[src/rtl/core/kei_pkg.sv]
// Shared types and constants for the keyframe easing interpolator.
// No dependencies.
package kei_pkg;

  localparam int FRAC_BITS  = 16;
  localparam int FRAME_BITS = 16;
  localparam int VAL_W      = 32;
  localparam int CURVE_W    = 3;
  localparam int KW         = $clog2(FRAC_BITS);
  localparam int SQ_W       = 2 * FRAC_BITS + 2;
  localparam int CB_W       = 3 * FRAC_BITS + 2;

  localparam logic [CURVE_W-1:0] CURVE_NONE   = 3'd0;
  localparam logic [CURVE_W-1:0] CURVE_LINEAR = 3'd1;
  localparam logic [CURVE_W-1:0] CURVE_SQUARE = 3'd2;
  localparam logic [CURVE_W-1:0] CURVE_CUBE   = 3'd3;
  localparam logic [CURVE_W-1:0] CURVE_SQRT   = 3'd4;
  localparam logic [CURVE_W-1:0] CURVE_CBRT   = 3'd5;

  typedef enum logic [1:0] {
    SEL_CALC,
    SEL_START,
    SEL_END
  } sel_t;

  typedef struct packed {
    sel_t                      sel;
    logic [CURVE_W-1:0]        curve;
    logic                      imode;
    logic signed [VAL_W-1:0]   v0;
    logic signed [VAL_W-1:0]   v1;
  } ctx_t;

  typedef struct packed {
    logic [FRAME_BITS-1:0] rem;
    logic [FRAME_BITS-1:0] den;
    logic [FRAC_BITS-1:0]  q;
  } div_t;

  typedef struct packed {
    logic [FRAC_BITS-1:0] sq_c;
    logic [SQ_W-1:0]      sq_s;
    logic [FRAC_BITS-1:0] cb_c;
    logic [CB_W-1:0]      cb_s;
    logic [CB_W-1:0]      cb_u;
  } root_t;

endpackage

[src/rtl/core/kei_root_cell.sv]
// One bit step of the square root and cube root searches.
// Depends on kei_pkg.
module kei_root_cell import kei_pkg::*; (
  input  logic                 clk,
  input  logic                 rst,
  input  logic                 en,
  input  logic [KW-1:0]        k,
  input  logic                 in_valid,
  input  ctx_t                 in_ctx,
  input  logic [FRAC_BITS-1:0] in_p,
  input  root_t                in_root,
  output logic                 out_valid,
  output ctx_t                 out_ctx,
  output logic [FRAC_BITS-1:0] out_p,
  output root_t                out_root
);
  logic [FRAC_BITS-1:0] bitv;
  logic [SQ_W-1:0]      sq_cand;
  logic [CB_W-1:0]      cb_sq;
  logic [CB_W-1:0]      cb_cu;
  logic [CB_W-1:0]      t1;
  logic [CB_W-1:0]      t2;
  root_t                root_next;

  always_comb begin
    bitv    = FRAC_BITS'(1) << k;
    sq_cand = in_root.sq_s + (SQ_W'(in_root.sq_c) << (k + 1))
              + (SQ_W'(1) << (2 * (KW + 1)'(k)));
    cb_sq   = in_root.cb_s + (CB_W'(in_root.cb_c) << (k + 1))
              + (CB_W'(1) << (2 * (KW + 1)'(k)));
    t1      = in_root.cb_s << k;
    t2      = CB_W'(in_root.cb_c) << (2 * (KW + 1)'(k));
    cb_cu   = in_root.cb_u + t1 + (t1 << 1) + t2 + (t2 << 1)
              + (CB_W'(1) << (3 * (KW + 2)'(k)));
    root_next = in_root;
    if (sq_cand <= (SQ_W'(in_p) << FRAC_BITS)) begin
      root_next.sq_c = in_root.sq_c | bitv;
      root_next.sq_s = sq_cand;
    end
    if (cb_cu <= (CB_W'(in_p) << (2 * FRAC_BITS))) begin
      root_next.cb_c = in_root.cb_c | bitv;
      root_next.cb_s = cb_sq;
      root_next.cb_u = cb_cu;
    end
  end

  always_ff @(posedge clk) begin
    if (rst) begin
      out_valid <= 1'b0;
    end else if (en) begin
      out_valid <= in_valid;
    end
    if (en) begin
      out_ctx  <= in_ctx;
      out_p    <= in_p;
      out_root <= root_next;
    end
  end
endmodule

[config.mk]
export PLATFORM = sky130hd
export DESIGN_NAME = kei_root_cell
export DESIGN_NICKNAME = d
export VERILOG_FILES = /design/src/rtl/core/kei_pkg.sv /design/src/rtl/core/kei_root_cell.sv
export SDC_FILE = /design/constraint.sdc
export NUM_CORES = 1
export LEC_CHECK = 0
export BUFFER_PORTS_ARGS = -buffer_cell sky130_fd_sc_hd__buf_2
export CAP_MARGIN = 20
export CORE_MARGIN = 10
export CORE_UTILIZATION = 53
export CTS_BUF_LIST = sky130_fd_sc_hd__clkbuf_4 sky130_fd_sc_hd__clkbuf_8
export CTS_CLUSTER_DIAMETER = 150
export CTS_CLUSTER_SIZE = 8
export DETAILED_ROUTE_END_ITERATION = 10
export GPL_TIMING_DRIVEN = 0
export PLACE_DENSITY = 0.86
export SLEW_MARGIN = 20
export SYNTH_ARGS = -nofsm -noshare
export SYNTH_HDL_FRONTEND = slang
export SYNTH_SLANG_ARGS = --single-unit
[constraint.sdc]
create_clock -name clk -period 12.5 [get_ports clk]
set_input_delay 1.25 -clock clk [delete_from_list [all_inputs] [get_ports clk]]
set_output_delay 1.25 -clock clk [all_outputs]
set_load 0.01 [all_outputs]
# Yosys cells after proc, flatten, opt, wreduce, memory -nomap -nowiden
# Cells that the tools add are included.
# op_classes
n_addsub	10
n_mul	1
div	0
n_lt_le_gt_ge	2
n_eq_ne	0
n_shift	8
muxes	2
bitwise_logic	2
reduce_logical	0
# op_table
cell	n
adder 50 bit	7
2-to-1 mux 116 bit	1
<< shifter 16 x 5 -> 50 bit	2
adder 34 bit	2
less-or-equal comparator 50 x 48 -> 1 bit	1
2-to-1 mux 50 bit	1
<< shifter 1 x 5 -> 50 bit (first input constant)	1
<< shifter 1 x 6 -> 50 bit (first input constant)	1
<< shifter 50 x 4 -> 50 bit	1
less-or-equal comparator 34 x 32 -> 1 bit	1
<< shifter 1 x 5 -> 34 bit (first input constant)	1
<< shifter 16 x 32 -> 34 bit	1
OR 16 bit	2
<< shifter 1 x 4 -> 16 bit (first input constant)	1
multiplier 2 x 4 -> 6 bit (first input constant)	1
adder 4 x 1 -> 5 bit (second input constant)	1
# word_totals
reg_bits	253
latch_bits	0
mem_bits_rw	0
rom_bits	0
in_bits	260
out_inout_bits	253
wordCells	37
memories	0

# Longest topological paths before layout
# Gate-level depths: netlist of the first run.
# depth
word_depth	8
depth_mapped	41

# Worst setup path after synthesis of the first run
# No wires, ideal clock.
# synth_path
path_kind	input to register
from	input k[0]
to	register out_root[97] in the netlist's numbering, data pin
arrival_time_ns	9.948
setup_slack_ns	2.290
cell_stages	38
n_path_buf	7
cell_sequence	buf_2 clkbuf_1 buf_1 clkbuf_1 mux2_2 nand2_1 nor2_1 a21oi_1 o22ai_1 fa_1 inv_1 fa_1 fa_1 inv_1 ha_1 buf_2 a21oi_2 o211ai_1 [... 2 more ...] a31oi_1 or4_1 a31oi_1 nand4b_1 o21ai_0 xor2_1 ha_1 nand4_1 nor2_1 nand4_1 or4_1 nor4_1 nand4b_1 or4_1 a22oi_4 buf_6 buf_6 mux2_1
# synth_rtl
item	line	text
start, declared	kei_root_cell.sv:7	input logic [KW-1:0] k,
end signal, assigned	kei_root_cell.sv:56	out_root <= root_next;
end, declared	kei_root_cell.sv:15	output root_t out_root

==> flow_metrics.py, run 1 <==
metrics = {
    "place": {
        "dp_slack_ns": -1.787,
        "port_buffers": 512,
        "gp_congestion": 1.073,
        "placed_area_um2": 31690,
        "hpwl_um": 95520,
    },
    "cells_and_area": {
        "utilization_pct": 61.54,
        "layout_common_cells": "buf_2 (534), inv_1 (322), nand2_1 (305), edfxtp_1 (252), ha_1 (248)",
        "nets": 4191,
        "syn_to_final_growth_pct": 14.97,
        "layout_commonest_cell": "buf_2",
        "design_area_um2": 32410,
        "drive_gt1_share_pct": 22.54,
    },
    "power": {
        "vdd_drop_max_v": 0.0001684,
        "leakage_nw": 15.10,
        "p_per_area_nw_per_um2": 208.3,
    },
    "drt": {
        "wirelength_um": 113100,
        "drtAntennaViolNets": 0,
        "routedWlPerCell_um": 26.91,
        "firstDrtPassIters": 8,
        "vias": 26156,
        "drc_errors": 0,
        "drt_iter0_drc": 2695,
        "viasPerCell": 6.222,
    },
    "die": {
        "die-width_um": 250.6,
        "dieHeight_um": 250.6,
        "initial_core_util_pct": 53.53,
        "coreArea_um2": 52660,
        "fp-row-count": 84,
        "dieArea_um2": 62810,
        "io_pins": 513,
    },
    "clock_tree": {
        "holdBufCountCts": 0,
        "cts_tree": "built",
        "clk_path_buf_depth": 3,
        "clkLatencyLatePin_ns": 0.61,
        "cts_buffers": 37,
        "clock-sinks": 253,
        "clkTransAtPathRegs_ns": 0.06,
        "root_buffer": "clkbuf_8",
        "cts_max_level": 2,
    },
    "synthesis": {
        "synth_edf_count": 252,
        "synth_seq_cells": 253,
        "ys_types": 85,
        "ys_warn_count": 0,
        "synthesis.nets": 3635,
        "async_reset_ff_share_pct": 0,
        "synthesis.area_um2": 28190,
        "synthFlopType": "edfxtp_1",
        "ys_seq_area_share_pct": 26.92,
        "syn_inst": 2937,
        "synth.avg_cell_area_um2": 9.597,
    },
    "setup_path": {
        "endpoint": "out_root[107]",
        "worstPathMaxFanout": 19,
        "crit_required_ns": 12.91,
        "r2r_slack_ns": 11.93,
        "r2r_cells": 2,
        "crit_start": "k[0]",
        "reg2reg_to": "out_valid",
        "path_buf_inv": 9,
        "critPathTopFamily": "simple AND/OR/NAND/NOR gates",
        "slowest_stage": "clkdlybuf4s15_1",
        "slowest_delay_ns": 0.76,
        "end_kind": "flop",
        "rr_startpoint": "out_valid",
        "critical_path_class": "input port to flop",
        "cp.depth": 36,
        "cp-start-kind": "input port",
        "worstPathArrival_ns": 12.62,
    },
    "global_routing": {
        "grt_pass1_vias": 26023,
        "antenna_found_initial": 25,
        "grt_pass1_wl_um": 165800,
        "grt_overflow": 0,
        "grt_max_degree": 100,
        "track_usage_pct": 34.74,
    },
    "timing": {
        "slew_violations": 0,
        "min_period_ns": 12.20,
        "maxSlewHeadroom_pct": 34.68,
        "rsz0062_at_grt": "no",
        "tns_ns": 0,
        "worst_slew_pin_slew_ns": 0.9724,
        "finalSetupViolations": 0,
        "max_freq_ghz": 0.08197,
        "period_share_pct": 97.60,
        "fin_skew_ns": 0,
        "holdWs_ns": 0.4909,
        "hold_viol_final": 0,
        "fin_ws_ns": 0.2999,
    },
    "job": {
        "maxCapViolCount": 0,
    },
    "worst_hold_path": {
        "holdCritPathClass": "flop to flop",
        "min_from": "out_valid",
    },
    "outcome": {
        "status": "finished clean",
    },
}
## cells in the mapped netlist, drive strengths merged (11+ instances only)
library cell  instances  share of area (%)
o21bai               29               0.79
a21oi               200                3.6
mux2                 95                3.8
or3                  11               0.24
xor2                 31               0.96
a211oi               25               0.70
nor3                 22               0.39
o22ai                39               0.87
nand4                36               0.80
a31oi                24               0.59
and3                 26               0.58
clkbuf               84                1.1
and2                 20               0.44
nand2               305                4.1
xnor2                89                2.8
ha                  248                 11
mux4                 56                4.5
fa                  190                 13
a21o                 82                2.2
mux2i                77                2.7
o21ai               164                2.9
buf                  46               0.89
nor2b                20               0.44
nand3                42               0.75
nor2                225                3.0
o211ai               14               0.37
o21a                 25               0.67
inv                 324                4.3
or2                  11               0.24
a41o                 13               0.46
edfxtp              252                 27
## kinds of logic after synthesis
kind of cell	synth area share, %
AO/OA/AOI/OAI	15.44
AND/OR/NAND/NOR	12.06
buffers and inverters	6.321
multiplexers	11.00
adder cells (fa/ha/maj)	24.50
XOR/XNOR	3.756
flip-flops	26.92
## area by class of cell
cell class	count	area, µm²
flip-flops and latches	253	7587
repair buffers	518	2686
inverters	324	1216
well taps	688	860.8
plain buffers	129	594.3
clock inverters	4	41.29
diodes	16	40.04
fillers	4426	20250
multi-input cells	2230	18830
clock buffers	42	546.8
## worst min path at each step
stage / slack [ns] / endpoint / cells past startpoint
4_1_cts: 0.50 / out_valid / 2
2_1_floorplan: 0.53 / out_valid / 2
5_1_grt: 0.55 / out_valid / 2
6_report: 0.49 / out_valid / 2
3_5_place_dp: 0.48 / out_valid / 2
3_3_place_gp: 0.47 / out_valid / 2
## metal layers
layer	vias to the layer above	share of wire [%]	global-route usage [%]
met4	14	5.7	17.49
met3	318	11	9.023
li1	11569	-	-
met5	-	0.084	0
met1	12560	38	42.97
met2	1695	45	55.40
## sequential cells by signal (all words and copies together) (netlist names)
name / count
out_root: 166
out_p: 16
out_valid: 1
out_ctx: 70
## through the flow
step                      cells  power (mW)
after global routing       4195       7.264
after global placement     4137       5.882
after detailed placement   4140       5.976
final                      4204       6.752
after floorplan            2937       4.572
after CTS                  4185       6.630
## power breakdown
group	total [mW]	switching (mW)	internal, mW	leakage, nW
clock	0.611	0.325	0.286	0.311
combinational	4.84	2.96	1.88	12.3
sequential	1.30	0.0563	1.24	2.47
## tightest hold or removal path, stage by stage, from the launching register on
cell	delay, ns
dfxtp_1	0.32
mux2i_1	0.06
nor2_1	0.07
## timing repair
action | in CTS | in global routing
endpoints found under the hold margin | 0 | 0
resized for setup | 11 | 20
endpoints found under the setup margin | 116 | 165
setup buffers | 0 | 3
pin swaps | 0 | 1
(Power assumes the default switching activity.)
==> inputs of run 2 (changes only) <==
- PLACE_DENSITY: 0.86 -> 0.9
- clock period: 12.5 -> 9.95 ns (I/O delays scaled with it)
==> run 2 against run 1 <==
The flow now finishes with violations (negative setup slack). Combinational power rose by 34%. Cell area rose by 4.0%. Die area did not move. Flip-flop and latch count did not move. Count of clock-buffer cells in the layout did not move. Utilization rose by 2.5 points. Worst setup slack got worse by 0.34 ns. Non-clock buffer count rose by 22. Clock power rose by 28%. Critical path type unchanged. Largest power group unchanged. Highest routed layer unchanged.
==> flow_metrics.py, run 2 (synthesis gave the netlist of run 1 again) <==
metrics = {
    "setup_path": {
        "worstPathMaxFanout": 10,
        "cp-start-kind": "input port",
        "slowest_delay_ns": 0.61,
        "worstPathArrival_ns": 10.33,
        "critical_path_class": "input port to flop",
        "r2r_cells": 2,
        "slowest_stage": "or4_4",
        "crit_top_cell": "buf_12",
        "end_kind": "flop",
        "crit_required_ns": 10.29,
    },
    "power": {
        "p_int_mw": 4.493,
        "switchingPower_mw": 4.411,
        "leakage_nw": 15.48,
        "vdd_drop_max_v": 0.0001921,
        "clkPwrFrac_pct": 8.8,
        "p_per_area_nw_per_um2": 264.1,
        "p_sw_share_pct": 49.54,
        "seqPwrFrac_pct": 18.3,
        "pwr-share-comb_pct": 72.9,
    },
    "cells_and_area": {
        "layout_commonest_cell": "buf_2",
        "drive_gt1_share_pct": 27.65,
        "nets": 4213,
        "largest_register_ffs": 166,
        "largest-register": "out_root",
        "syn_to_final_growth_pct": 19.62,
        "seqCellArea_um2": 7587,
        "layout_common_cells": "buf_2 (523), inv_1 (319), nand2_1 (299), edfxtp_1 (252), ha_1 (245)",
        "utilization_pct": 64.03,
        "multi_input_area_um2": 19610,
        "nFillCells": 4218,
        "top_regs": "out_root (166), out_ctx (70), out_p (16)",
        "layout.cells.non_filler": 4228,
    },
    "timing": {
        "hold_viol_final": 0,
        "slew_violations": 0,
        "max_freq_ghz": 0.1001,
        "maxSlewHeadroom_pct": 35.08,
        "min_period_ns": 9.988,
        "period_share_pct": 100.4,
        "fin_ws_ns": -0.03813,
        "finalSetupViolations": 15,
        "worst_slew_pin_slew_ns": 0.9738,
        "fin_skew_ns": 0,
    },
    "drt": {
        "vias": 26678,
        "routedWlPerCell_um": 27.42,
        "firstDrtPassIters": 6,
        "drc_errors": 0,
        "drt_iter0_drc": 2814,
        "drtAntennaViolNets": 0,
        "wirelength_um": 115900,
        "viasPerCell": 6.310,
    },
    "global_routing": {
        "grt_max_degree": 107,
        "track_usage_pct": 35.16,
        "grt_overflow": 0,
        "antenna_found_initial": 26,
        "grt_pass1_vias": 26461,
        "grt_pass1_wl_um": 168000,
    },
    "place": {
        "gp_congestion": 1.073,
        "port_buffers": 512,
        "dp_cells": 4139,
        "hpwl_um": 95730,
    },
    "die": {
        "fp-row-count": 84,
        "coreArea_um2": 52660,
        "die-width_um": 250.6,
        "io_pins": 513,
        "dieHeight_um": 250.6,
        "initial_core_util_pct": 53.53,
        "dieArea_um2": 62810,
    },
    "clock_tree": {
        "clkTransAtPathRegs_ns": 0.06,
        "cts_max_level": 2,
        "clkLatencyLatePin_ns": 0.62,
        "root_buffer": "clkbuf_8",
        "cts_buffers": 37,
        "clock-sinks": 253,
        "cts_tree": "built",
        "clk_path_buf_depth": 3,
    },
    "outcome": {
        "status": "finished, violations left",
        "violations": "negative setup slack",
    },
    "job": {
        "maxCapViolCount": 0,
    },
    "worst_hold_path": {
        "hold_depth": 2,
        "holdCritPathClass": "flop to flop",
    },
}
-- run 2: changes by cell type in the layout (fill, tap and decap cells not counted), moves of 10 or more --
cell	previous run	this run
nor2_1	225	212
mux2i_1	77	53
a21oi_2	6	19
a21oi_1	194	176
o21ai_0	153	130
o21ai_2	1	12
mux2i_2	0	13
mux2i_4	0	11
buf_2	534	523
clkbuf_4	6	16
buf_4	7	42
nor2_2	0	10
buf_12	2	13
clkbuf_1	72	44
-- run 2: power groups by stage --
stage                     Clock [mW]  Sequential, mW  Combinational [mW]
after floorplan                    0            1.80                3.95
after global placement             0            1.64                5.74
after detailed placement           0            1.65                5.88
after CTS                      0.796            1.63                6.15
after global routing           0.834            1.66                7.00
final                          0.784            1.63                6.49
-- run 2: final timing paths --
check / start / to / slack [ns]
worst max register to register: out_valid / out_valid / 9.37
worst min register to register: out_valid / out_valid / 0.50
worst max-delay path: k[0] / out_root[29] / -0.04
worst min-delay path: out_valid / out_valid / 0.50
-- run 2: final cells by class --
cell class	instances	area share, %
clock inverter	4	0.1225
timing repair buffer	551	8.762
buffer	118	2.535
sequential	253	22.50
clock buffer	42	1.622
tap	688	2.553
multi-input combinational	2230	58.15
inverter	324	3.618
antenna	18	0.1336
-- run 2: routing by layer --
layer	up-vias	track usage, %	part of all wire, %
met2	1842	55.68	46
met3	388	9.808	11
met4	14	18.55	6.0
met5	-	0	0.076
li1	11622	-	-
met1	12812	43.05	37
-- run 2: through the flow --
step                hold slack, ns  total power [mW]  setup WS, ns  cell area, µm²  setup TNS [ns]
floorplan                   0.5279             5.744       0.02257           28190               0
global placement            0.4674             7.385        -3.687           31610         -544.33
detailed placement          0.4874             7.528        -3.799           31680         -565.67
CTS                         0.4990             8.581     0.0002833           32930               0
global route                0.5082             9.495      -0.05863           33690          -1.118
finish                      0.4963             8.905      -0.03813           33710         -0.2604
-- run 2: worst max-delay path, delay by kind of cell --
| kind | cells | cell delay (ns) |
|---|---|---|
| XOR/XNOR | 1 | 0.45 |
| AO/OA/AOI/OAI | 8 | 2.07 |
| multiplexers | 1 | 0.13 |
| AND/OR/NAND/NOR | 10 | 2.88 |
| buffers and inverters | 11 | 1.68 |
| adder cells (fa/ha/maj) | 5 | 2.07 |
-- run 2: what timing repair did --
action                                  CTS  global route
gates resized for setup                 178           170
cloned                                    0             1
pin swaps                                11            19
endpoints found under the setup margin  166           165
hold buffers                              0             0
setup buffers                             9            27
