### src/rtl/core/kei_pkg.sv
// Shared types and constants for the keyframe easing interpolator.
// No dependencies.
package kei_pkg;

  localparam int FRAC_BITS  = 16;
  localparam int FRAME_BITS = 16;
  localparam int VAL_W      = 32;
  localparam int CURVE_W    = 3;
  localparam int KW         = $clog2(FRAC_BITS);
  localparam int SQ_W       = 2 * FRAC_BITS + 2;
  localparam int CB_W       = 3 * FRAC_BITS + 2;

  localparam logic [CURVE_W-1:0] CURVE_NONE   = 3'd0;
  localparam logic [CURVE_W-1:0] CURVE_LINEAR = 3'd1;
  localparam logic [CURVE_W-1:0] CURVE_SQUARE = 3'd2;
  localparam logic [CURVE_W-1:0] CURVE_CUBE   = 3'd3;
  localparam logic [CURVE_W-1:0] CURVE_SQRT   = 3'd4;
  localparam logic [CURVE_W-1:0] CURVE_CBRT   = 3'd5;

  typedef enum logic [1:0] {
    SEL_CALC,
    SEL_START,
    SEL_END
  } sel_t;

  typedef struct packed {
    sel_t                      sel;
    logic [CURVE_W-1:0]        curve;
    logic                      imode;
    logic signed [VAL_W-1:0]   v0;
    logic signed [VAL_W-1:0]   v1;
  } ctx_t;

  typedef struct packed {
    logic [FRAME_BITS-1:0] rem;
    logic [FRAME_BITS-1:0] den;
    logic [FRAC_BITS-1:0]  q;
  } div_t;

  typedef struct packed {
    logic [FRAC_BITS-1:0] sq_c;
    logic [SQ_W-1:0]      sq_s;
    logic [FRAC_BITS-1:0] cb_c;
    logic [CB_W-1:0]      cb_s;
    logic [CB_W-1:0]      cb_u;
  } root_t;

endpackage

### src/rtl/core/kei_div_cell.sv
// One restoring-division cell: produces one quotient bit of progress.
// Depends on kei_pkg.
module kei_div_cell import kei_pkg::*; (
  input  logic clk,
  input  logic rst,
  input  logic en,
  input  logic in_valid,
  input  ctx_t in_ctx,
  input  div_t in_div,
  output logic out_valid,
  output ctx_t out_ctx,
  output div_t out_div
);
  logic [FRAME_BITS:0] t;
  logic                ge;
  div_t                div_next;

  always_comb begin
    t  = {in_div.rem, 1'b0};
    ge = t >= {1'b0, in_div.den};
    div_next.den = in_div.den;
    div_next.rem = ge ? FRAME_BITS'(t - {1'b0, in_div.den}) : FRAME_BITS'(t);
    div_next.q   = {in_div.q[FRAC_BITS-2:0], ge};
  end

  always_ff @(posedge clk) begin
    if (rst) begin
      out_valid <= 1'b0;
    end else if (en) begin
      out_valid <= in_valid;
    end
    if (en) begin
      out_ctx <= in_ctx;
      out_div <= div_next;
    end
  end
endmodule

### config.mk
export PLATFORM = sky130hd
export DESIGN_NAME = kei_div_cell
export DESIGN_NICKNAME = d
export VERILOG_FILES = /design/src/rtl/core/kei_pkg.sv /design/src/rtl/core/kei_div_cell.sv
export SDC_FILE = /design/constraint.sdc
export NUM_CORES = 1
export LEC_CHECK = 0
export ABC_AREA = 1
export BUFFER_PORTS_ARGS = -buffer_cell sky130_fd_sc_hd__buf_2
export CAP_MARGIN = 30
export CORE_AREA = 2 2 113 115
export CTS_CLUSTER_DIAMETER = 100
export DETAILED_ROUTE_END_ITERATION = 7
export DIE_AREA = 0 0 115 117
export PLACE_DENSITY = 0.82
export SYNTH_ARGS = -nofsm -noshare
export SYNTH_HDL_FRONTEND = slang
export SYNTH_SLANG_ARGS = --single-unit
### constraint.sdc
create_clock -name clk -period 1.65 [get_ports clk]
set_clock_uncertainty 0.1 [all_clocks]
set_input_delay 0.165 -clock clk [delete_from_list [all_inputs] [get_ports clk]]
set_output_delay 0.165 -clock clk [all_outputs]
set_load 0.02 [all_outputs]
; After elaboration in Yosys (flattened, before gate mapping)
; Cells that the tools add are included.
[word_totals]
in_bits = 122
wordCells = 13
out_inout_bits = 119
reg_bits = 119
[classes]
order_cmp = 1
n_mux = 1
addsub = 1
[ops]
columns = op, count
row1 = 17-bit by 16-bit greater-or-equal comparator with 1-bit output, 1
row2 = 16-bit two-way mux, 1
row3 = 16-bit subtractor, 1

; Longest topological paths before layout
; Gate-level depths: netlist of run 1.
[logic_depth]
ltp_word = 2
depth_mapped = 15

; Worst setup path after synthesis of run 1
; Ideal clock, no wire load.
[synth_path]
kind = input -> register
from = input port in_div[18] (netlist bit)
to = register out_div[45] (netlist bit), data pin
setup_time_ns = 0.253
arrival_ns = 1.384
path_slack_ns = -0.087
path_stages = 13
t_required_ns = 1.297
path_buffers = 2
cell_sequence = inv_1 -> ha_1 -> buf_2 -> nand2_1 -> nor2_2 -> nand3_2 -> nand3_2 -> nand2_2 -> nand2_4 -> inv_4 -> buf_6 -> nand2_2 -> nand2_1
[synth_rtl]
columns = item, line_no
row1 = from (decl), kei_div_cell.sv:9  ; input div_t in_div,
row2 = to (signal assigned), kei_div_cell.sv:34  ; out_div <= div_next;
row3 = to (decl), kei_div_cell.sv:12  ; output div_t out_div

==> flow_summary.json, run 1 <==
{
  "grt_pass1_vias": 4725,
  "rows": 41,
  "syn_inst": 381,
  "io_pins": 241,
  "cts_buffers": 17,
  "clock_latency_ns": 0.41,
  "synthesis.nets": 520,
  "cts_tree": "built",
  "yosysTopAreaCellShare_pct": 72.3,
  "dieArea_um2": 13500,
  "wire_per_inst_um": 18.5,
  "grt_antenna_before_repair": 0,
  "clk_pin_slew_ns": 0.06,
  "path_cells": "buf_2 -> inv_1 -> ha_4 -> nand2_1 -> inv_1 -> nand2_1 -> nand2_1 -> inv_1 -> nand3_2 -> nand2_2 -> nand2_4 -> buf_4 -> nand3_1 -> nand2_1",
  "ys_seq_area_share_pct": 72.7,
  "ys_ff_latch": 119,
  "avgSynthCellArea_um2": 12.9,
  "htree_levels": 4,
  "endpoint_kind": "flip-flop",
  "yosysWarnings": 0,
  "gr-total-overflow": 0,
  "fin_setup_tns_ns": 0,
  "rsz0062_at_grt": "false",
  "fin_crit_ns": 1.50,
  "synth_most_common_cell": "edfxtp_1",
  "p_leak_nw": 3.99,
  "tightestPinTransition_ns": 0.311,
  "drive_gt1_share_pct": 44.4,
  "core_area_um2": 12300,
  "yosys-top-cells-count": "edfxtp_1, nand2_1, inv_1",
  "grt_max_degree": 34,
  "max_freq_ghz": 0.667,
  "drt_first_pass_iters": 7,
  "hp-class": "input port to flip-flop",
  "start_util_pct": 39.8,
  "area_delta_synth_final_pct": 74.4,
  "crit_slowest_cell": "ha_4",
  "path_max_fanout": 8,
  "synth_top_area_cell": "edfxtp_1",
  "vdd_ir_drop_max_mv": 0.601,
  "synth_edf_count": 118,
  "critPathMaxStageDelay_ns": 0.23,
  "port_buffers": 239,
  "synthTopCellsByArea": "edfxtp_1, nand2_1, inv_1",
  "hpwl_um": 11100,
  "hold_violations": 0,
  "globalplace.congestion": 0.910,
  "async_flop_share_pct": 0,
  "die_h_um": 117,
  "critPathLaunchType": "input port",
  "min_period_over_period_pct": 90.8,
  "finalSetupViolCount": 0,
  "cts_sinks": 119,
  "viasPerCell": 4.84,
  "syn-cell-area_um2": 4900,
  "ff2ff_setup_slack_ns": 0.42,
  "cp_common_cell": "nand2_1",
  "first_iter_violations": 346,
  "num_antenna_cells": 0,
  "fp.dieW_um": 115,
  "outcome": "completed",
  "dr_total_vias": 4636,
  "max_slew_margin_pct": 79.2,
  "totalWireLength_um": 17700,
  "synth_ff_type": "edfxtp_1",
  "cp.required_ns": 1.71,
  "drv_slew": 0,
  "remaining_drc_errors": 0,
  "max-cap-violations": 0,
  "power_mw": 9.26,
  "hold_slack_ns": 0.0557,
  "ys_types": 26,
  "grt_pass1_wl_um": 25500,
  "clock_path_buffers": 2,
  "p_per_area_nw_per_um2": 1080,
  "cts_setup_buffers": 0,
  "cts-root-buf": "clkbuf_16",
  "crit_arrival_ns": 1.56,
  "grtUsageTotal_pct": 25.9,
  "crit_type": "input port to flip-flop",
  "antenna_left": 0,
  "final_nets": 934
}
report_power, final:
| part | internal, mW | switching [mW] | leakage (nW) |
|---|---|---|---|
| clock | 2.38 | 1.38 | 0.291 |
| combinational | 0.775 | 1.02 | 2.53 |
| sequential | 3.64 | 0.0794 | 1.16 |
| total | 6.79 | 2.47 | 3.99 |
logic make-up after synthesis:
group	count (synthesis)	synth area share, %
AND/OR/NAND/NOR	167	15.4
adder cells (fa/ha/maj)	17	4.49
AO/OA/AOI/OAI	11	1.12
flip-flops	119	72.7
buffers and inverters	59	4.90
multiplexers	1	0.204
XOR/XNOR	7	1.25
flip-flops by register name, indices dropped and copies added (netlist names):
register / cells
out_valid: 1
out_ctx: 70
out_div: 48
worst max-delay path: cells and delay by family:
family	cells	cell delay [ns]
simple gates	8	0.63
buf+inv	5	0.52
fa+ha+maj	1	0.23
layout make-up:
class,instances,area (µm²)
fillers,813,3760
flip-flops and latches,119,3560
clock buffers,17,425
multi-input cells,203,1280
clock inverters,15,176
inverters,56,220
well taps,150,188
repair buffers,398,2690
cell usage in the layout, fill, tap and decap left out, types with 4 or more instances in the layout:
master         instances
nor2_2                 6
buf_2                238
nand2_2               13
nor2_1                10
dlygate4sd3_1        110
nand2_1              104
nand3_1               16
buf_4                 48
ha_4                  14
xor2_1                 5
clkbuf_16             17
a21oi_1               10
inv_1                 54
and2_1                 4
edfxtp_1             118
nand4_1                5
metrics by stage:
| step | worst slack (ns) | utilization [%] | area, µm² | instances |
|---|---|---|---|---|
| 5_1_grt | 0.0486 | 69.5 | 8550 | 958 |
| 2_1_floorplan | -0.0344 | - | 5110 | 381 |
| 6_report | 0.151 | 69.5 | 8550 | 958 |
| 4_1_cts | 0.174 | 69.5 | 8550 | 958 |
| 3_5_place_dp | -0.289 | 55.6 | 6850 | 816 |
| 3_3_place_gp | -0.252 | 55.6 | 6850 | 816 |
layer usage:
layer,vias up,share of wire [%],global-route usage (%)
met5,-,0,0
met3,63,7.2,7.72
li1,2124,-,-
met1,2196,36,27.6
met4,0,5.2,15.8
met2,253,51,45.4
path summary, 6_finish.rpt:
kind / start / end / depth (start not counted)
worst max-delay path: in_div[24] / out_div[46]$_DFFE_PP_ / 14
worst min register to register: out_valid$_SDFFE_PP0P_ / out_valid$_SDFFE_PP0P_ / 3
worst max register to register: out_valid$_SDFFE_PP0P_ / out_valid$_SDFFE_PP0P_ / 3
worst min-delay path: in_div[34] / out_div[35]$_DFFE_PP_ / 4
what timing repair did:
item | 4_1_cts | 5_1_grt
resized for setup | 0 | 0
hold buffers | 110 | 0
hold endpoints to repair | 109 | 0
No activity file was read; power rests on OpenSTA's default activity.
==> run 2: changes to the inputs <==
--- a/config.mk
+++ b/config.mk
@@ -8,10 +8,12 @@
 export ABC_AREA = 1
 export BUFFER_PORTS_ARGS = -buffer_cell sky130_fd_sc_hd__buf_2
 export CAP_MARGIN = 30
-export CORE_AREA = 2 2 113 115
+export CELL_PAD_IN_SITES_DETAIL_PLACEMENT = 0
+export CELL_PAD_IN_SITES_GLOBAL_PLACEMENT = 2
+export CORE_AREA = 2 2 144 146
 export CTS_CLUSTER_DIAMETER = 100
 export DETAILED_ROUTE_END_ITERATION = 7
-export DIE_AREA = 0 0 115 117
+export DIE_AREA = 0 0 146 148
 export PLACE_DENSITY = 0.82
 export SYNTH_ARGS = -nofsm -noshare
 export SYNTH_HDL_FRONTEND = slang
==> flow_summary.json, run 2 (synthesis results as in run 1) <==
{
  "grt_pass1_wl_um": 25000,
  "fp.dieW_um": 146,
  "top_register": "out_ctx",
  "final_common_cell": "buf_2",
  "htree_levels": 4,
  "viasPerCell": 4.00,
  "crit_arrival_ns": 1.59,
  "hold_violations": 0,
  "max_slew_margin_pct": 76.8,
  "gr-total-overflow": 0,
  "max-cap-violations": 0,
  "p_per_area_nw_per_um2": 1060,
  "first_iter_violations": 155,
  "path_max_fanout": 5,
  "cts-root-buf": "clkbuf_16",
  "grtUsageTotal_pct": 15.4,
  "grt_max_degree": 61,
  "port_buffers": 239,
  "power_mw": 9.22,
  "clock_path_buffers": 2,
  "globalplace.congestion": 0.873,
  "hpwl_um": 12100,
  "cp.required_ns": 1.71,
  "cts_setup_buffers": 0,
  "endpoint_kind": "flip-flop",
  "vdd_ir_drop_max_mv": 0.532,
  "cts_sinks": 119,
  "die_h_um": 148,
  "clock_latency_ns": 0.40,
  "io_pins": 241,
  "mostFrequentLayoutCells": "buf_2, edfxtp_1, dlygate4sd3_1",
  "nFillCells": 1903,
  "hp-class": "input port to flip-flop",
  "rsz0062_at_grt": "false",
  "rows": 52,
  "grt_pass1_vias": 4507,
  "start_util_pct": 24.5,
  "largest_register_ffs": 70,
  "wire_per_inst_um": 15.6,
  "antenna_left": 0,
  "grt_antenna_before_repair": 2,
  "top_regs": "out_ctx (70), out_div (48), out_valid (1)",
  "outcome": "completed",
  "dr_total_vias": 4290,
  "clk_pin_slew_ns": 0.06,
  "placedCellCount": 934,
  "final_nets": 929,
  "core_area_um2": 20000,
  "drt_first_pass_iters": 4,
  "drive_gt1_share_pct": 44.9,
  "p_leak_nw": 3.96,
  "cts_tree": "built",
  "tightestPinTransition_ns": 0.348,
  "max_freq_ghz": 0.653,
  "fin_setup_tns_ns": 0,
  "dieArea_um2": 21600,
  "drv_slew": 0,
  "fin_crit_ns": 1.53,
  "totalWireLength_um": 16800,
  "critPathLaunchType": "input port",
  "area_delta_synth_final_pct": 76.7,
  "min_period_over_period_pct": 92.8,
  "remaining_drc_errors": 0,
  "finalSetupViolCount": 0,
  "crit_type": "input port to flip-flop",
  "fin_cells": 1073,
  "cts_buffers": 17
}
[run 2: changes by cell type in the layout (fill, tap and decap cells not counted), moves of 2 or more]
cell,change
inv_2,+2
clkinv_2,-2
inv_1,-2
dlygate4sd3_1,-3
buf_4,-2
[run 2: power breakdown]
group / internal, mW / total [mW] / leakage (nW) / switching, mW
registers: 3.64 / 3.71 / 1.16 / 0.0720
clock network: 2.38 / 3.76 / 0.288 / 1.38
logic: 0.767 / 1.75 / 2.51 / 0.986
total: 6.78 / 9.22 / 3.96 / 2.44
[run 2: worst paths after layout]
kind | start | to | slack (ns) | cells past startpoint
worst max register to register | out_valid$_SDFFE_PP0P_ | out_valid$_SDFFE_PP0P_ | 0.43 | 3
worst min-delay path | in_div[41] | out_div[42]$_DFFE_PP_ | 0.03 | 3
worst min register to register | out_valid$_SDFFE_PP0P_ | out_valid$_SDFFE_PP0P_ | 0.93 | 3
worst max-delay path | in_div[25] | out_div[47]$_DFFE_PP_ | 0.12 | 12
[run 2: timing repair]
item / in CTS / in global routing
gates resized for setup: 0 / 4
endpoints found under the setup margin: 0 / 1
hold buffers: 107 / 0
hold endpoints to repair: 106 / 0
[run 2: routing by layer]
layer  vias to the layer above  wire length (µm)  GRT usage, %
met5                         -                26             0
met1                      1974              6360          16.3
li1                       2105                 -             -
met3                        26              1170          5.00
met2                       181              8800          27.9
met4                         4               431          6.99
[run 2: worst max-delay path, cell delays in order]
cell and delay (ns):
buf_2 0.08, inv_1 0.07, ha_4 0.31, nand2_1 0.12, buf_4 0.16, nor2_1 0.17
and2_1 0.15, nand2_1 0.09, nand2_1 0.07, nand2_1 0.04, nand3_1 0.08, nand2_1 0.07
[run 2: area by class of cell]
type / instances / area, µm² / share of cell area, %
Inverter: 56 / 220 / 2.54
Timing Repair Buffer: 393 / 2650 / 30.6
Clock inverter: 14 / 175 / 2.02
Antenna cell: 1 / 2.50 / 0.0289
Sequential cell: 119 / 3560 / 41.1
Multi-Input combinational cell: 203 / 1290 / 14.9
Tap cell: 270 / 338 / 3.90
Clock buffer: 17 / 425 / 4.91
[run 2: stage by stage]
stage          cell area [µm²]  hold WS, ns  util [%]  setup slack (ns)
2_1_floorplan             5110        0.137         -           -0.0344
3_3_place_gp              6980        0.227      34.8            -0.346
4_1_cts                   8650       0.0146      43.2             0.104
3_5_place_dp              6980        0.228      34.8            -0.320
5_1_grt                   8660       0.0355      43.2           0.00214
6_report                  8660       0.0330      43.2             0.119
==> run 3: changes to the inputs <==
--- a/config.mk
+++ b/config.mk
@@ -10,11 +10,11 @@
 export CAP_MARGIN = 30
 export CELL_PAD_IN_SITES_DETAIL_PLACEMENT = 0
 export CELL_PAD_IN_SITES_GLOBAL_PLACEMENT = 2
-export CORE_AREA = 2 2 144 146
+export CORE_AREA = 2 2 131 133
 export CTS_CLUSTER_DIAMETER = 100
 export DETAILED_ROUTE_END_ITERATION = 7
-export DIE_AREA = 0 0 146 148
-export PLACE_DENSITY = 0.82
+export DIE_AREA = 0 0 133 135
+export PLACE_DENSITY = 0.92
 export SYNTH_ARGS = -nofsm -noshare
 export SYNTH_HDL_FRONTEND = slang
 export SYNTH_SLANG_ARGS = --single-unit
==> constraint.sdc (replaced) <==
create_clock -name clk -period 1.95 [get_ports clk]
set_clock_uncertainty 0.1 [all_clocks]
set_input_delay 0.195 -clock clk [delete_from_list [all_inputs] [get_ports clk]]
set_output_delay 0.195 -clock clk [all_outputs]
set_load 0.02 [all_outputs]
==> flow_summary.json, run 3 (synthesis results as in run 1) <==
{
  "outcome": "completed",
  "max_slew_margin_pct": 75.9,
  "endpoint_kind": "flip-flop",
  "final_nets": 928,
  "top_register": "out_ctx",
  "cts_tree": "built",
  "rows": 47,
  "cts-root-buf": "clkbuf_16",
  "hp-class": "input port to flip-flop",
  "drv_slew": 0,
  "setup.worst_path.start": "in_div[30]",
  "fin_crit_ns": 1.58,
  "wire_per_inst_um": 16.9,
  "hold_violations": 0,
  "grt_antenna_before_repair": 3,
  "tightestPinTransition_ns": 0.361,
  "cp.required_ns": 2.01,
  "critPathLaunchType": "input port",
  "grtUsageTotal_pct": 19.4,
  "clock_latency_ns": 0.41,
  "area_delta_synth_final_pct": 71.7,
  "grt_max_degree": 48,
  "finalSetupViolCount": 0,
  "reg2reg_from": "out_valid$_SDFFE_PP0P_",
  "cts_sinks": 119,
  "crit_arrival_ns": 1.64,
  "dr_total_vias": 4480,
  "hold_slack_ns": 0.0687,
  "vdd_ir_drop_max_mv": 0.571,
  "dieArea_um2": 18000,
  "fp.dieW_um": 133,
  "hpwl_um": 11600,
  "grt_pass1_vias": 4671,
  "gr-total-overflow": 0,
  "core_area_um2": 16400,
  "path_max_fanout": 6,
  "totalWireLength_um": 17300,
  "cts_buffers": 17,
  "clk_pin_slew_ns": 0.05,
  "cts.repair.resized": 0,
  "port_buffers": 239,
  "first_iter_violations": 244,
  "rsz0062_at_grt": "false",
  "p_per_area_nw_per_um2": 907,
  "remaining_drc_errors": 0,
  "htree_levels": 4,
  "ff2ff_setup_slack_ns": 0.64,
  "top_regs": "out_ctx (70), out_div (48), out_valid (1)",
  "crit_type": "input port to flip-flop",
  "max-cap-violations": 0,
  "cts_setup_buffers": 0,
  "hold_start": "in_div[45]",
  "final_cell_area_um2": 8420,
  "globalplace.congestion": 0.847,
  "drt_first_pass_iters": 4,
  "final_common_cell": "buf_2",
  "min_period_over_period_pct": 81.3,
  "place_area_um2": 6690,
  "p_leak_nw": 3.93,
  "viasPerCell": 4.37,
  "fin_setup_tns_ns": 0,
  "clock_path_buffers": 2,
  "largest_register_ffs": 70,
  "max_freq_ghz": 0.631,
  "drive_gt1_share_pct": 41.1,
  "grt_pass1_wl_um": 25900,
  "io_pins": 241,
  "holdBufCountCts": 114,
  "start_util_pct": 29.9,
  "antenna_left": 0,
  "mostFrequentLayoutCells": "buf_2, edfxtp_1, dlygate4sd3_1",
  "die_h_um": 135
}
==> run 3: final cells by class <==
type                            count  area, µm²
Fill cell                        1390       7990
Sequential cell                   119       3560
Timing Repair Buffer              392       2680
Multi-Input combinational cell    203       1100
Clock buffer                       18        429
Tap cell                          220        275
Inverter                           56        213
Clock inverter                     14        150
Antenna cell                        3       7.51
==> run 3: stage by stage <==
step | power, mW | util [%] | instances | setup WS, ns
2_1_floorplan | 3.81 | - | 381 | 0.183
3_3_place_gp | 4.41 | 40.8 | 876 | -0.0554
3_5_place_dp | 4.43 | 40.8 | 876 | -0.0764
4_1_cts | 7.66 | 51.3 | 1022 | 0.358
5_1_grt | 7.96 | 51.3 | 1023 | 0.220
6_report | 7.64 | 51.3 | 1025 | 0.365
==> run 3: worst max-delay path, stage by stage <==
cell,delay (ns)
buf_2,0.09
inv_1,0.04
ha_1,0.36
nand2_1,0.10
nand2_1,0.08
a21oi_1,0.14
nand2_1,0.08
nor2_2,0.15
nand2_4,0.11
buf_12,0.15
nand3_1,0.09
nand2_1,0.07
==> run 3: metal layers <==
layer	up-vias	share of wire (%)	track usage, %
met5	-	0.075	0
met2	193	51	34.2
met3	41	7.8	7.39
li1	2103	-	-
met4	2	4.2	9.68
met1	2141	37	20.2
==> run 3: path summary, 6_finish.rpt <==
check / cells past startpoint / to
worst max-delay path: 12 / out_div[44]$_DFFE_PP_
worst min-delay path: 4 / out_div[46]$_DFFE_PP_
worst max register to register: 3 / out_valid$_SDFFE_PP0P_
worst min register to register: 3 / out_valid$_SDFFE_PP0P_
==> run 3: where the power goes <==
part / internal (mW) / switching, mW / total (mW)
combinational: 0.616 / 0.825 / 1.44
clock: 1.88 / 1.17 / 3.06
sequential: 3.08 / 0.0633 / 3.14
total: 5.58 / 2.06 / 7.64
